File: src/rtl/swm_pkg.sv
package swm_pkg;

    localparam int PATTERN_LEN = 32;
    localparam int LEN_W = $clog2(PATTERN_LEN + 1);

    localparam int PADDR_W = 3;
    localparam int PDATA_W = 32;
    localparam logic [PADDR_W-3:0] REG_WILDCARD = '0;

    localparam logic [7:0] WILDCARD_RESET = 8'd42;

    typedef logic [1:0] cmd_t;
    localparam cmd_t CMD_LOAD = 2'd0;
    localparam cmd_t CMD_TEXT = 2'd1;
    localparam cmd_t CMD_END  = 2'd2;

    typedef logic [LEN_W-1:0] len_t;

    typedef struct packed {
        logic       text_en;
        logic       rearm;
        logic       clear_pat;
        logic [7:0] ch;
        logic [7:0] wc;
    } cell_ctrl_t;

    typedef struct packed {
        logic matched;
        logic overflow;
    } verdict_t;

endpackage

File: src/rtl/swm_item_if.sv
interface swm_item_if;
    import swm_pkg::*;

    logic       valid;
    logic       ready;
    cmd_t       cmd;
    logic [7:0] ch;
    logic       last;

    modport source (output valid, output cmd, output ch, output last, input ready);
    modport sink (input valid, input cmd, input ch, input last, output ready);

endinterface

File: src/rtl/swm_verdict_if.sv
interface swm_verdict_if;

    logic valid;
    logic ready;
    logic matched;
    logic overflow;

    modport source (output valid, output matched, output overflow, input ready);
    modport sink (input valid, input matched, input overflow, output ready);

endinterface

File: src/rtl/swm_cell.sv
module swm_cell
    import swm_pkg::*;
(
    input  logic       clk,
    input  logic       rst_n,
    input  cell_ctrl_t ctrl,
    input  logic       wr,
    input  logic       rearm_val,
    input  logic       prop_in,
    input  logic       step_in,
    output logic       prop_out,
    output logic       step_out,
    output logic       closed
);

    logic [7:0] char_reg;
    logic       in_pat_reg;
    logic       in_pat_next;
    logic       active_reg;
    logic       active_next;
    logic       is_wc;

    assign is_wc    = in_pat_reg && (char_reg == ctrl.wc);
    assign closed   = active_reg | prop_in;
    assign prop_out = closed & is_wc;
    assign step_out = closed & in_pat_reg & ~is_wc & (char_reg == ctrl.ch);

    always_comb
    begin
        active_next = active_reg;
        if (ctrl.rearm)
        begin
            active_next = rearm_val;
        end
        else if (ctrl.text_en)
        begin
            active_next = (closed & is_wc) | step_in;
        end
        in_pat_next = ctrl.clear_pat ? wr : (in_pat_reg | wr);
    end

    always_ff @(posedge clk or negedge rst_n)
    begin
        if (!rst_n)
        begin
            in_pat_reg <= 1'b0;
            active_reg <= rearm_val;
        end
        else
        begin
            in_pat_reg <= in_pat_next;
            active_reg <= active_next;
        end
    end

    always_ff @(posedge clk)
    begin
        if (wr)
        begin
            char_reg <= ctrl.ch;
        end
    end

endmodule

File: src/rtl/swm_out_buf.sv
module swm_out_buf
    import swm_pkg::*;
(
    input  logic          clk,
    input  logic          rst_n,
    input  logic          push,
    input  verdict_t      res,
    output logic          space,
    swm_verdict_if.source verdicts
);

    logic     out_valid_reg;
    logic     out_valid_next;
    verdict_t out_data_reg;
    verdict_t out_data_next;
    logic     skid_valid_reg;
    logic     skid_valid_next;
    verdict_t skid_data_reg;
    verdict_t skid_data_next;
    logic     pop;

    assign pop               = out_valid_reg & verdicts.ready;
    assign space             = ~skid_valid_reg;
    assign verdicts.valid    = out_valid_reg;
    assign verdicts.matched  = out_data_reg.matched;
    assign verdicts.overflow = out_data_reg.overflow;

    always_comb
    begin
        out_valid_next  = out_valid_reg;
        out_data_next   = out_data_reg;
        skid_valid_next = skid_valid_reg;
        skid_data_next  = skid_data_reg;
        if (pop || !out_valid_reg)
        begin
            if (skid_valid_reg)
            begin
                out_valid_next  = 1'b1;
                out_data_next   = skid_data_reg;
                skid_valid_next = push;
                skid_data_next  = res;
            end
            else
            begin
                out_valid_next = push;
                out_data_next  = res;
            end
        end
        else if (push)
        begin
            skid_valid_next = 1'b1;
            skid_data_next  = res;
        end
    end

    always_ff @(posedge clk or negedge rst_n)
    begin
        if (!rst_n)
        begin
            out_valid_reg  <= 1'b0;
            skid_valid_reg <= 1'b0;
        end
        else
        begin
            out_valid_reg  <= out_valid_next;
            skid_valid_reg <= skid_valid_next;
        end
    end

    always_ff @(posedge clk)
    begin
        out_data_reg  <= out_data_next;
        skid_data_reg <= skid_data_next;
    end

endmodule

File: src/rtl/star_wildcard_matcher.sv
// Channel    Direction  Payload                Transfer
// items      in         cmd[1:0] ch[7:0] last  valid & ready
// verdicts   out        matched overflow       valid & ready
// apb        in         wildcard register      psel & penable & pwrite
//
// One item is taken every cycle unless the buffer is full; a row of cells updates all
// pattern positions at once. Verdicts are registered in the output or skid register.
// A two-entry output buffer lets items keep flowing while a verdict waits.
// Reset takes effect at once and needs no clearing pass.
module star_wildcard_matcher
    import swm_pkg::*;
(
    input  logic               clk,
    input  logic               rst_n,
    swm_item_if.sink           items,
    swm_verdict_if.source      verdicts,
    input  logic               psel,
    input  logic               penable,
    input  logic               pwrite,
    input  logic [PADDR_W-1:0] paddr,
    input  logic [PDATA_W-1:0] pwdata,
    output logic [PDATA_W-1:0] prdata,
    output logic               pready
);

    logic [7:0] wc_reg;
    len_t       len_reg;
    len_t       len_next;
    len_t       len_eff;
    logic       complete_reg;
    logic       complete_next;
    logic       ovf_reg;
    logic       ovf_next;
    logic [7:0] last_char_reg;

    logic       take;
    logic       load;
    logic       dup;
    logic       fits;
    logic       store;
    logic       space;
    logic       cfg_wr;
    logic       reg_hit;
    cell_ctrl_t ctrl;
    verdict_t   res;

    logic [PATTERN_LEN-1:0] wr;
    logic [PATTERN_LEN-1:0] prop;
    logic [PATTERN_LEN-1:0] step;
    logic [PATTERN_LEN:0]   closed;
    logic [PATTERN_LEN:0]   at_end;
    logic                   final_reg;

    assign pready  = 1'b1;
    assign reg_hit = (paddr[PADDR_W-1:2] == REG_WILDCARD);
    assign cfg_wr  = psel & penable & pwrite & reg_hit;
    assign prdata  = reg_hit ? {{(PDATA_W-8){1'b0}}, wc_reg} : '0;

    assign items.ready = space;
    assign take        = items.valid & space;
    assign load        = take && (items.cmd == CMD_LOAD);

    assign len_eff = complete_reg ? '0 : len_reg;
    assign dup     = (items.ch == wc_reg) && (len_eff != '0) && (last_char_reg == wc_reg);
    assign fits    = (len_eff < len_t'(PATTERN_LEN));
    assign store   = load & ~dup & fits;

    assign ctrl.text_en   = take && (items.cmd == CMD_TEXT);
    assign ctrl.rearm     = load || (take && (items.cmd == CMD_END));
    assign ctrl.clear_pat = load & complete_reg;
    assign ctrl.ch        = items.ch;
    assign ctrl.wc        = wc_reg;

    genvar gi;
    generate
        for (gi = 0; gi < PATTERN_LEN; gi++)
        begin : g_cell
            assign wr[gi] = store && (len_eff == len_t'(gi));

            swm_cell u_cell (
                .clk       (clk),
                .rst_n     (rst_n),
                .ctrl      (ctrl),
                .wr        (wr[gi]),
                .rearm_val ((gi == 0) ? 1'b1 : 1'b0),
                .prop_in   ((gi == 0) ? 1'b0 : prop[(gi == 0) ? 0 : gi-1]),
                .step_in   ((gi == 0) ? 1'b0 : step[(gi == 0) ? 0 : gi-1]),
                .prop_out  (prop[gi]),
                .step_out  (step[gi]),
                .closed    (closed[gi])
            );
        end
        for (gi = 0; gi <= PATTERN_LEN; gi++)
        begin : g_end
            assign at_end[gi] = (len_reg == len_t'(gi));
        end
    endgenerate

    assign closed[PATTERN_LEN] = final_reg | prop[PATTERN_LEN-1];

    assign res.matched  = |(closed & at_end);
    assign res.overflow = ovf_reg;

    always_comb
    begin
        len_next      = len_reg;
        complete_next = complete_reg;
        ovf_next      = ovf_reg;
        if (load)
        begin
            len_next      = len_eff + len_t'(store);
            complete_next = items.last;
            ovf_next      = (ovf_reg & ~complete_reg) | (~dup & ~fits);
        end
    end

    always_ff @(posedge clk or negedge rst_n)
    begin
        if (!rst_n)
        begin
            wc_reg       <= WILDCARD_RESET;
            len_reg      <= '0;
            complete_reg <= 1'b0;
            ovf_reg      <= 1'b0;
            final_reg    <= 1'b0;
        end
        else
        begin
            if (cfg_wr)
            begin
                wc_reg <= pwdata[7:0];
            end
            len_reg      <= len_next;
            complete_reg <= complete_next;
            ovf_reg      <= ovf_next;
            if (ctrl.rearm)
            begin
                final_reg <= 1'b0;
            end
            else if (ctrl.text_en)
            begin
                final_reg <= step[PATTERN_LEN-1];
            end
        end
    end

    always_ff @(posedge clk)
    begin
        if (store)
        begin
            last_char_reg <= items.ch;
        end
    end

    swm_out_buf u_out_buf (
        .clk      (clk),
        .rst_n    (rst_n),
        .push     (take && (items.cmd == CMD_END)),
        .res      (res),
        .space    (space),
        .verdicts (verdicts)
    );

endmodule

File: src/flat_wrapper.sv
// flat-port wrapper written by rule: the top's interface ports become plain ports
module star_wildcard_matcher_flat import swm_pkg::*;
  (clk, rst_n, psel, penable, pwrite, paddr, pwdata, prdata, pready, items_valid, items_cmd, items_ch, items_last, items_ready, verdicts_valid, verdicts_matched, verdicts_overflow, verdicts_ready);
  swm_item_if items_i ();
  swm_verdict_if verdicts_i ();
  input  logic clk;
  input  logic rst_n;
  input  logic psel;
  input  logic penable;
  input  logic pwrite;
  input  logic [PADDR_W-1:0] paddr;
  input  logic [PDATA_W-1:0] pwdata;
  output logic [PDATA_W-1:0] prdata;
  output logic pready;
  input wire logic [$bits(items_i.valid)-1:0] items_valid;
  input wire logic [$bits(items_i.cmd)-1:0] items_cmd;
  input wire logic [$bits(items_i.ch)-1:0] items_ch;
  input wire logic [$bits(items_i.last)-1:0] items_last;
  output wire logic [$bits(items_i.ready)-1:0] items_ready;
  output wire logic [$bits(verdicts_i.valid)-1:0] verdicts_valid;
  output wire logic [$bits(verdicts_i.matched)-1:0] verdicts_matched;
  output wire logic [$bits(verdicts_i.overflow)-1:0] verdicts_overflow;
  input wire logic [$bits(verdicts_i.ready)-1:0] verdicts_ready;
  assign items_i.valid = items_valid;
  assign items_i.cmd = items_cmd;
  assign items_i.ch = items_ch;
  assign items_i.last = items_last;
  assign items_ready = items_i.ready;
  assign verdicts_valid = verdicts_i.valid;
  assign verdicts_matched = verdicts_i.matched;
  assign verdicts_overflow = verdicts_i.overflow;
  assign verdicts_i.ready = verdicts_ready;
  star_wildcard_matcher u_core (.clk(clk), .rst_n(rst_n), .items(items_i), .verdicts(verdicts_i), .psel(psel), .penable(penable), .pwrite(pwrite), .paddr(paddr), .pwdata(pwdata), .prdata(prdata), .pready(pready));
endmodule
File: config.mk
export PLATFORM = sky130hd
export DESIGN_NAME = star_wildcard_matcher_flat
export DESIGN_NICKNAME = d
export VERILOG_FILES = /design/src/rtl/swm_pkg.sv /design/src/rtl/swm_item_if.sv /design/src/rtl/swm_verdict_if.sv /design/src/rtl/swm_cell.sv /design/src/rtl/swm_out_buf.sv /design/src/rtl/star_wildcard_matcher.sv /design/src/flat_wrapper.sv
export SDC_FILE = /design/constraint.sdc
export NUM_CORES = 1
export LEC_CHECK = 0
export BUFFER_PORTS_ARGS = -buffer_cell sky130_fd_sc_hd__buf_2
export CORE_UTILIZATION = 36
export CTS_BUF_LIST = sky130_fd_sc_hd__clkbuf_4
export CTS_CLUSTER_SIZE = 20
export DETAILED_ROUTE_END_ITERATION = 8
export GPL_ROUTABILITY_DRIVEN = 0
export PLACE_DENSITY_LB_ADDON = 0.15
export SLEW_MARGIN = 40
export SYNTH_ARGS = -nofsm -noshare
export SYNTH_HDL_FRONTEND = slang
export SYNTH_SLANG_ARGS = --single-unit
File: constraint.sdc
create_clock -name clk -period 3.2 [get_ports clk]
set_input_delay 0.48 -clock clk [delete_from_list [all_inputs] [get_ports clk]]
set_output_delay 0.48 -clock clk [all_outputs]
set_load 0.05 [all_outputs]
==> results of run 1 <==
layer usage:
| layer | vias to the layer above | share of wire | routed length, microns | global-route usage |
|---|---|---|---|---|
| met2 | 428 | 0.46 | 28300 | 0.357 |
| li1 | 6848 | - | - | - |
| met1 | 7420 | 0.47 | 28600 | 0.308 |
| met5 | - | 0 | 0 | 0 |
| met3 | 82 | 0.051 | 3130 | 0.0330 |
| met4 | 0 | 0.019 | 1160 | 0.0737 |
cell usage after synthesis, types with 4 or more instances:
master / count / area (sq um)
clkbuf_1: 44 / 165
mux2_2: 9 / 101
o31ai_1: 6 / 45.0
o32ai_1: 5 / 43.8
and3_1: 7 / 43.8
dfrtp_1: 79 / 1980
xor2_1: 211 / 1850
nor3_1: 59 / 295
nor4_1: 55 / 344
or3_1: 9 / 56.3
buf_2: 12 / 60.1
inv_1: 32 / 120
buf_4: 30 / 225
mux2i_1: 4 / 40.0
xnor2_1: 299 / 2620
nand2_1: 92 / 345
nand4_1: 61 / 382
nor3b_1: 4 / 30.0
nand2b_1: 5 / 31.3
nor2b_1: 18 / 113
nand3b_1: 4 / 30.0
o22ai_1: 8 / 50.1
edfxtp_1: 268 / 8050
buf_6: 11 / 124
o211ai_1: 11 / 82.6
a21oi_1: 56 / 280
a31oi_1: 5 / 31.3
nand3_1: 83 / 415
a21o_1: 42 / 315
and2_1: 4 / 25.0
o21ai_0: 47 / 235
dfstp_2: 4 / 105
buf_1: 14 / 52.6
nor2_1: 77 / 289
how the worst max path moves through the flow:
stage / startpoint / to / slack (ns) / cells past startpoint
floorplan: u_core.wc_reg[5]$_DFFE_PN1P_ / u_core.g_cell[22].u_cell.active_reg$_DFFE_PN0P_ / -0.006 / 12
global placement: u_core.wc_reg[3]$_DFFE_PN1P_ / u_core.u_out_buf.verdicts.matched$_DFFE_PP_ / -0.58 / 13
detailed placement: u_core.wc_reg[3]$_DFFE_PN1P_ / u_core.u_out_buf.verdicts.matched$_DFFE_PP_ / -0.50 / 13
CTS: u_core.wc_reg[3]$_DFFE_PN1P_ / u_core.u_out_buf.verdicts.matched$_DFFE_PP_ / -0.29 / 12
global route: u_core.wc_reg[1]$_DFFE_PN1P_ / u_core.u_out_buf.verdicts.matched$_DFFE_PP_ / -0.43 / 13
finish: u_core.wc_reg[3]$_DFFE_PN1P_ / u_core.u_out_buf.verdicts.matched$_DFFE_PP_ / -0.35 / 12
what timing repair did:
action	CTS	global route
buffers inserted	28	5
resized for setup	88	43
pin swaps	32	21
setup endpoints to repair	252	233
gates cloned	0	0
hold buffers	17	0
hold endpoints to repair	55	0
worst register-to-register path, delay by kind of cell, from the launching register on:
kind                   cells  cell delay [ns]
AO/OA/AOI/OAI              7             1.46
AND/OR/NAND/NOR            3             1.08
flip-flops                 1             0.61
buffers and inverters      1             0.14
XOR/XNOR                   1             0.10
metrics by stage:
stage	setup WS [ns]	power, mW	area (sq um)
after floorplan	-0.00565	6.85	19700
after global placement	-0.578	7.86	21800
after detailed placement	-0.498	7.88	21900
after CTS	-0.288	12.5	24000
after global routing	-0.428	13.0	24200
final	-0.354	12.4	24200
placed cells by master, fill, tap and decap left out, types with 8 or more instances in the layout:
cell type | synthesis | layout
o21ai_1 | 3 | 8
o21ai_0 | 47 | 41
clkinv_1 | 0 | 24
dfrtp_1 | 79 | 74
dlygate4sd3_1 | 0 | 17
nor3_1 | 59 | 54
xnor2_1 | 299 | 297
a21oi_1 | 56 | 51
nor2_4 | 0 | 19
a21o_1 | 42 | 41
nor2_2 | 0 | 14
nor2b_1 | 18 | 14
nor4_1 | 55 | 48
xor2_1 | 211 | 210
clkbuf_4 | 0 | 166
nand3_1 | 83 | 81
or3_1 | 9 | 8
o211ai_1 | 11 | 11
buf_6 | 11 | 17
inv_1 | 32 | 32
edfxtp_1 | 268 | 268
buf_12 | 0 | 17
conb_1 | 2 | 25
nand2_1 | 92 | 91
mux2_2 | 9 | 9
nand4_1 | 61 | 61
nor2_1 | 77 | 44
buf_4 | 30 | 194
buf_2 | 12 | 29
cells by family after synthesis:
group,Yosys count
XOR/XNOR,512
multiplexers,13
buffers and inverters,143
other,2
AO/OA/AOI/OAI,231
flip-flops,351
adder cells (fa/ha/maj),2
AND/OR/NAND/NOR,492
cell type report:
| type | count | area [sq um] | area share |
|---|---|---|---|
| flip-flops and latches | 351 | 10100 | 0.419 |
| multi-input cells | 1275 | 9380 | 0.388 |
| repair buffers | 274 | 2300 | 0.0952 |
| clock buffers | 166 | 1250 | 0.0515 |
| well taps | 696 | 871 | 0.0360 |
| clock inverters | 28 | 133 | 0.00548 |
| inverters | 32 | 120 | 0.00496 |
| diodes | 1 | 2.50 | 0.000103 |
power breakdown:
group	internal, mW	total (mW)	switching (mW)
Sequential	5.01	5.11	0.104
Clock	2.41	4.45	2.03
Combinational	1.15	2.85	1.70
Total	8.57	12.4	3.84
==> out/qor.txt, run 1 <==
highest clock rate - 281 MHz
Endpoint, Worst Hold - u_core.u_out_buf.skid_valid_reg$_DFFE_PN0P_
Netlist cell types - 75
Max Buffers Root-to-Sink - 3
Worst-Margin Slew - 0.822 ns
kind of critical path - reg2reg
Post-Syn Instances - 1746
CTS tree - yes
GRT Total Usage - 0.223
Post-synth ARST share - 0.236
final WL - 61100 microns
Starting Density - 0.365
Setup Skew - 0.0513 ns
Worst-Skew Late Latency - 0.86 ns
largest net degree at the start of global routing - 66
FF-to-FF setup slack - -0.35 ns
DRT antenna net count - 0
flops & latches, synth - 351
syn avg cell area - 11.2 sq um
Final #Nets - 2092
CP Capture Type - flop
DIE WIDTH - 236 microns
reg-to-reg endpoint - u_core.u_out_buf.verdicts.matched$_DFFE_PP_
DR iter-0 viols - 981
H-tree Lvls - 3
Hold Violations, Final - 0
failing checks - negative setup slack
Rows - 85
fillers - 5050
gr ovfl total - 0
outcome - complete, but fails checks
XOR/XNOR Fraction of Synth Area - 0.229
minimum period implied by the final worst setup slack - 3.55 ns
max reg flops - 256
Max Cap Viol - 0
Synth Area in Adders - 0.00127
HP Start - verdicts_ready
worst path arrival time - 4.24 ns
final non-filler cell total - 2823
Post-synth EDFFs - 268
setup TNS - -1.92 ns
Post-Synth Simple-Gate Area - 0.129
placed insts - 2586
Crit path largest cell delay - 0.61 ns
WHS Path Cells - 3
I/O Pins - 90
Area Growth Syn to Fin - 23.2%
complex-gate fraction of the synthesized area - 0.0791
Worst-path clk slew - 0.06 ns
root buffer cell - clkbuf_4
mux contribution to synthesized area - 0.00720
Avg WL per Cell - 21.6 microns
Die Y - 236 microns
Detailed Routing Iterations Pass 1 - 5
clk sinks - 351
number of global-route vias before repair - 15100
Worst slew margin - 0.452
worst path cell trace - buf_12 -> xnor2_2 -> nand4_1 -> or3_4 -> o21ba_4 -> or4b_4 -> o21a_4 -> o31a_1 -> a211o_1 -> o2111ai_4 -> o41ai_4 -> a41oi_2
WHS - 0.100 ns
share of cells above drive strength 1 - 0.255
post-route setup slack - -0.354 ns
CTS Buf Count - 103
HPWL after DPL - 40100 microns
RSZ-0062 raised after global routing - yes
Top delay family on crit path - compound AO/OA/AOI/OAI gates
Max Transition Viols Final - 0
Max rail drop VDD - 0.000222 V
top_reg_cell synth - edfxtp_1
Worst Hold Class - in2reg
initial antenna violation count - 1
register area share after synthesis - 0.516
Pleak - 8.80 nW
Critical Path RT - 3.88 ns
die footprint - 55500 sq um
area of the core - 53800 sq um
Ys Warns - 0
Critical-path top delay cell - dfstp_2
# setup viols final - 12
CP Buf/Inv Count - 1
worst-path maximum fanout - 8
largest family of logic cells by synthesized area - XOR/XNOR gates
Via-to-Cell Ratio - 5.23
worst r2r src - u_core.wc_reg[3]$_DFFE_PN1P_
first-pass GRT wire length - 93300 microns
DRC - 0
Core Util, Final - 0.450
Final period util - 1.11
Syn Std Cell Area - 19600 sq um
startpoint types - flop
detailed-route via count - 14800
reg2reg path depth - 12
pwr/cell area - 513 nW/um^2
Port Buffer Count - 38
(Power assumes the default switching activity.)
==> inputs of run 2 (changes only) <==
- CAP_MARGIN: not set -> 5
- CORE_UTILIZATION: 36 -> 29
==> run 2 against run 1 <==
The flow still finishes with violations (negative setup slack). Sequential power is essentially flat. Sequential share of layout area shrank 0.74 points. Core utilization shrank 8.2 points. Clock power shrank 3%. Cell count grew 6.7%. Via count shrank 0.16%. First-iteration DRC count shrank 7.6%. Wire length grew 7.7%. Maximum frequency shrank 0.12%. Setup slack lost 0.0044 ns. Design area grew 1.8%. Critical path depth is the same. Largest cell class unchanged. Highest routed layer unchanged.
==> out/qor.txt, run 2 (synthesis gave the netlist of run 1 again) <==
Critical Path RT - 3.91 ns (+0.03 ns)
Worst-Skew Late Latency - 0.87 ns (about the same)
Max Transition Viols Final - 0 (unchanged)
outcome - complete, but fails checks
startpoint types - flop
# setup viols final - 18 (+6)
area of the core - 67000 sq um (+25%)
reg-to-reg endpoint - u_core.u_out_buf.verdicts.matched$_DFFE_PP_
worst path arrival time - 4.26 ns (+0.02 ns)
reg2reg path depth - 12 (unchanged)
Worst-Margin Slew - 0.682 ns (-0.140 ns)
FF-to-FF setup slack - -0.36 ns (about the same)
most common library cell in the layout ignoring fill and taps - xnor2_1
HPWL after DPL - 44800 microns (+12%)
Die Y - 262 microns (+11%)
Top Usage Layer GRT - met2
Worst Hold Class - in2reg
Worst slew margin - 0.546 (+0.0933)
Rows - 95 (+12%)
CP startpoint - u_core.wc_reg[3]$_DFFE_PN1P_
Worst-path clk slew - 0.07 ns (about the same)
Area Growth Syn to Fin - 25.4%
Pleak - 8.96 nW (+1.9%)
DIE WIDTH - 262 microns (+11%)
WHS - 0.123 ns (+0.0226 ns)
Starting Density - 0.293 (-0.0720)
M2 GR Usage - 0.311 (-0.0458)
post-route setup slack - -0.358 ns (-0.00442 ns)
Detailed Routing Iterations Pass 1 - 5 (unchanged)
share of cells above drive strength 1 - 0.266 (+0.0107)
Via-to-Cell Ratio - 4.90 (-6.4%)
CP Capture Type - flop
DR iter-0 viols - 906 (-7.6%)
CTS tree - yes
kind of critical path - reg2reg
first-pass GRT wire length - 97800 microns (+4.8%)
clk sinks - 351 (unchanged)
largest net degree at the start of global routing - 66 (unchanged)
CTS Buf Count - 102 (-0.97%)
gr ovfl total - 0 (unchanged)
initial antenna violation count - 1 (unchanged)
GRT Total Usage - 0.190 (-0.0328)
cell area after layout - 24600 sq um (+1.8%)
Avg WL per Cell - 21.8 microns (+0.91%)
I/O Pins - 90 (unchanged)
CP Capture Point - u_core.u_out_buf.verdicts.matched$_DFFE_PP_
highest clock rate - 281 MHz (-0.12%)
met1 GRT Util - 0.255 (-0.0531)
detailed-route via count - 14800 (-0.16%)
die footprint - 68800 sq um (+24%)
number of global-route vias before repair - 15100 (-0.093%)
Final #Nets - 2108 (+0.76%)
worst-path maximum fanout - 8 (unchanged)
H-tree Lvls - 3 (unchanged)
Port Buffer Count - 38 (unchanged)
failing checks - negative setup slack
Max Cap Viol - 0 (unchanged)
post-place instance area - 22300 sq um (+2.0%)
commonest cells after routing, fill and taps aside - 292 x xnor2_1, 268 x edfxtp_1, 210 x buf_4
final WL - 65800 microns (+7.7%)
pwr/cell area - 504 nW/um^2 (-1.6%)
DRC - 0 (unchanged)
worst r2r src - u_core.wc_reg[3]$_DFFE_PN1P_
Final period util - 1.11 (+0.00138)
minimum period implied by the final worst setup slack - 3.56 ns (+0.00442 ns)
Max Buffers Root-to-Sink - 3 (unchanged)
DRT antenna net count - 0 (unchanged)
max reg flops - 256 (unchanged)
GR Layer Usage met3 - 0.0303 (-0.00263)
RSZ-0062 raised after global routing - yes
Setup Skew - 0.0703 ns (+0.0190 ns)
Max rail drop VDD - 0.000186 V (-16%)
Hold Violations, Final - 0 (unchanged)
root buffer cell - clkbuf_4
## run 2: cell types whose count changed in the layout (fill, tap and decap cells not counted), moves of 4 or more
cell	change
clkinv_1	+6
nor2_4	-12
xnor2_1	-5
o21ai_0	-6
nor2_2	+9
clkbuf_4	-13
xnor2_2	+4
o21ai_1	+4
nor4_1	-4
buf_12	+4
buf_4	+16
## run 2: layer usage
layer / wire length [microns] / vias to the layer above
met5: 0 / -
met1: 30300 / 7373
li1: - / 6879
met2: 30800 / 410
met4: 1470 / 0
met3: 3180 / 93
## run 2: worst max-delay path, stage by stage (launching register included)
cell and delay [ns]:
dfstp_2 0.60, buf_12 0.15, xnor2_2 0.11, nand4_1 0.14, or3_4 0.36, o21ba_4 0.21, or4b_4 0.54, o21a_4 0.28
o31a_1 0.27, a211o_1 0.30, o2111ai_4 0.15, o41ai_4 0.10, a41oi_2 0.17
## run 2: per-stage QoR
step	std cells	TNS, ns	power [mW]	worst slack, ns	utilization
2_1_floorplan	1769	-0.00565	6.85	-0.00565	-
3_3_place_gp	2780	-11.71	8.01	-0.759	0.332
3_5_place_dp	2780	-9.49	8.02	-0.696	0.332
4_1_cts	2990	-1.74	12.5	-0.413	0.359
5_1_grt	3012	-5.49	13.1	-0.492	0.367
6_report	3012	-1.84	12.4	-0.358	0.367
## run 2: cell type report
type	instances	area [sq um]
sequential	351	10100
fill	6648	42400
tap	873	1090
antenna	1	2.50
inverter	32	120
clock buffer	153	1150
clock inverter	36	169
multi-input combinational	1275	9480
timing repair buffer	291	2480
## run 2: where the power goes
part	total, mW	internal [mW]	switching, mW
combinational	3.00	1.25	1.75
clock	4.30	2.26	2.04
sequential	5.12	5.01	0.115
total	12.4	8.52	3.90
## run 2: worst min path at each step
stage / slack (ns) / cells past startpoint / startpoint / end
global placement: 0.45 / 2 / u_core.g_cell[1].u_cell.active_reg$_DFFE_PN0P_ / u_core.g_cell[1].u_cell.active_reg$_DFFE_PN0P_
finish: 0.12 / 3 / verdicts_ready / u_core.u_out_buf.verdicts.valid$_DFFE_PN0P_
detailed placement: 0.46 / 2 / u_core.g_cell[1].u_cell.active_reg$_DFFE_PN0P_ / u_core.g_cell[1].u_cell.active_reg$_DFFE_PN0P_
global route: 0.07 / 3 / items_valid / u_core.g_cell[28].u_cell.active_reg$_DFFE_PN0P_
CTS: 0.01 / 3 / items_valid / u_core.g_cell[28].u_cell.active_reg$_DFFE_PN0P_
floorplan: 0.18 / 0 / rst_n / u_core.complete_reg$_DFFE_PN0P_
## run 2: repair_timing
action	4_1_cts	5_1_grt
pin swaps	22	30
hold buffers	14	0
cloned	0	0
setup endpoints to repair	159	90
hold endpoints to repair	52	0
resized for setup	63	75
buffers inserted	7	22
==> inputs of run 3 (changes only) <==
- clock period: 3.2 -> 4.1 ns (I/O delays scaled with it)
==> run 3 against run 2 <==
The flow now finishes without violations. Non-clock buffer count shrank 76. Combinational power decreased by 34%. Core utilization decreased by 2.0 points. Sequential power decreased by 21%. Count of clock-buffer cells in the layout is 4 higher. Setup slack better by 0.50 ns. Wire length fell by 2.7%. Flip-flop and latch count unchanged. Sequential share of layout area increased by 2.4 points. Cell count shrank 2.4%. Critical path depth is 2 higher. Via count is 2.8% lower. Critical path type unchanged. Largest cell class unchanged. Largest power group unchanged. Highest routed layer unchanged.
==> out/qor.txt, run 3 (synthesis gave the netlist of run 1 again) <==
Worst Hold Class - in2reg
FF-to-FF setup slack - 0.14 ns (+0.50 ns)
Avg WL per Cell - 21.8 microns (-0.32%)
initial antenna violation count - 3 (+2)
DIE WIDTH - 262 microns (unchanged)
Hold Violations, Final - 0 (unchanged)
DRC - 0 (unchanged)
GRT Total Usage - 0.187 (-0.00306)
HPWL after DPL - 42600 microns (-4.9%)
most used cell, CP - buf_4
worst r2r src - u_core.wc_reg[3]$_DFFE_PN1P_
number of global-route vias before repair - 14900 (-1.7%)
Via-to-Cell Ratio - 4.88 (-0.42%)
Worst slew margin - 0.440 (-0.105)
Detailed Routing Iterations Pass 1 - 5 (unchanged)
Starting Density - 0.293 (unchanged)
Crit path largest cell delay - 0.61 ns (about the same)
largest net degree at the start of global routing - 63 (-4.5%)
post-route setup slack - 0.144 ns (+0.502 ns)
final WL - 64000 microns (-2.7%)
DRT antenna net count - 0 (unchanged)
Max rail drop VDD - 0.000139 V (-25%)
H-tree Lvls - 3 (unchanged)
Pleak - 8.37 nW (-6.6%)
Max Buffers Root-to-Sink - 3 (unchanged)
worst path arrival time - 4.66 ns (+0.40 ns)
DR iter-0 viols - 918 (+1.3%)
area of the core - 67000 sq um (unchanged)
placed insts - 2732 (-1.7%)
die footprint - 68800 sq um (unchanged)
final non-filler cell total - 2941 (-2.4%)
max reg flops - 256 (unchanged)
Worst-Skew Late Latency - 0.88 ns (about the same)
Int Pwr - 6.48 mW (-24%)
Critical-path top delay cell - dfstp_2
first-pass GRT wire length - 95900 microns (-1.9%)
sw frac - 0.317 (+0.00242)
gr ovfl total - 0 (unchanged)
commonest cells after routing, fill and taps aside - 299 x xnor2_1, 268 x edfxtp_1, 211 x xor2_1
post-place instance area - 21800 sq um (-2.2%)
Setup Skew - 0.0677 ns (-0.00264 ns)
Final #Nets - 2032 (-3.6%)
highest clock rate - 253 MHz (-10%)
# setup viols final - 0 (-18)
Port Buffer Count - 38 (unchanged)
kind of critical path - reg2reg
share of cells above drive strength 1 - 0.196 (-0.0701)
P_sw - 3.00 mW (-23%)
pwr/cell area - 407 nW/um^2 (-19%)
startpoint types - flop
Area Growth Syn to Fin - 18.7%
clock power share - 0.361 (+0.015)
minimum period implied by the final worst setup slack - 3.96 ns (+0.398 ns)
Reg power frac - 0.429 (+0.017)
Max Transition Viols Final - 0 (unchanged)
HP Start - items_ch[0]
Die Y - 262 microns (unchanged)
root buffer cell - clkbuf_4
CP startpoint - u_core.wc_reg[3]$_DFFE_PN1P_
CTS Buf Count - 102 (unchanged)
Worst-path clk slew - 0.07 ns (about the same)
outcome - finished clean
clk sinks - 351 (unchanged)
cell area after layout - 23300 sq um (-5.4%)
I/O Pins - 90 (unchanged)
RSZ-0062 raised after global routing - no
WHS - 0.179 ns (+0.0562 ns)
worst path cell trace - buf_12 -> xnor2_1 -> nand4_1 -> or3_4 -> o21ba_1 -> or4b_4 -> o21a_4 -> buf_4 -> o31a_1 -> a211o_1 -> o2111ai_2 -> o41ai_2 -> buf_4 -> a41oi_2
Final period util - 0.965 (-0.147)
detailed-route via count - 14300 (-2.8%)
Logic pwr share - 0.209 (-0.032)
Place WS - 0.00693 ns (+0.703 ns)
Max Cap Viol - 0 (unchanged)
Critical Path RT - 4.81 ns (+0.90 ns)
setup bufs post-CTS - 0 (-7)
Rows - 95 (unchanged)
most common library cell in the layout ignoring fill and taps - xnor2_1
Worst-Margin Slew - 0.836 ns (+0.155 ns)
CP Capture Type - flop
worst-path maximum fanout - 9 (+1)
CTS tree - yes
## run 3: changes by cell type in the layout (fill, tap and decap cells not counted), sizes merged
cell | previous run | this run
clkinvlp | 1 | 0
clkinv | 33 | 32
inv | 33 | 35
clkbuf | 153 | 157
diode | 1 | 2
buf | 277 | 201
## run 3: final cells by class
class                      instances  area, sq um
sequential                       351        10100
inverter                          32          120
clock inverter                    36          165
clock buffer                     157         1180
fill                            6842        43700
antenna                            2         5.00
tap                              873         1090
multi-input combinational       1275         8870
timing repair buffer             215         1730
## run 3: metrics by stage
| step | utilization | setup TNS, ns | power (mW) |
|---|---|---|---|
| finish | 0.348 | 0 | 9.49 |
| global route | 0.348 | 0 | 9.96 |
| CTS | 0.347 | 0 | 9.64 |
| detailed placement | 0.325 | 0 | 6.13 |
| global placement | 0.325 | -0.0143 | 6.13 |
| floorplan | - | 0 | 5.34 |
## run 3: worst max-delay path, delay by kind of cell (launching register included)
| family | cells | cell delay [ns] |
|---|---|---|
| compound gates | 7 | 1.48 |
| xor+xnor | 1 | 0.13 |
| buf+inv | 3 | 0.52 |
| flops | 1 | 0.61 |
| simple gates | 3 | 1.06 |
## run 3: power groups by stage
stage / clock, mW / sequential [mW] / combinational, mW
final: 3.43 / 4.07 / 1.99
after global routing: 3.73 / 4.08 / 2.15
after CTS: 3.56 / 4.07 / 2.01
after detailed placement: 0 / 4.14 / 1.99
after global placement: 0 / 4.14 / 1.99
after floorplan: 0 / 4.03 / 1.31
## run 3: what timing repair did
item | CTS | global route
pin swaps | 0 | 2
gates cloned | 0 | 0
gates resized for setup | 1 | 4
endpoints found under the setup margin | 1 | 3
hold buffers | 14 | 0
endpoints found under the hold margin | 50 | 0
## run 3: path summary, 6_finish.rpt
check,cells after the start,to
min in group asynchronous,2,u_core.g_cell[17].u_cell.active_reg$_DFFE_PN0P_
min reg2reg,2,u_core.g_cell[1].u_cell.active_reg$_DFFE_PN0P_
max reg2reg,14,u_core.u_out_buf.verdicts.matched$_DFFE_PP_
max,14,u_core.u_out_buf.verdicts.matched$_DFFE_PP_
min,1,u_core.g_cell[30].u_cell.char_reg[0]$_DFFE_PP_
max in group asynchronous,3,u_core.g_cell[0].u_cell.active_reg$_DFFE_PN1P_
## run 3: per-layer routing
metal,up-vias,routed length [microns],share of wire,global-route usage
met2,419,28600,0.45,0.292
met4,0,1490,0.023,0.0641
met1,7096,30500,0.48,0.255
met5,-,0,0,0
met3,105,3470,0.054,0.0408
li1,6726,-,-,-
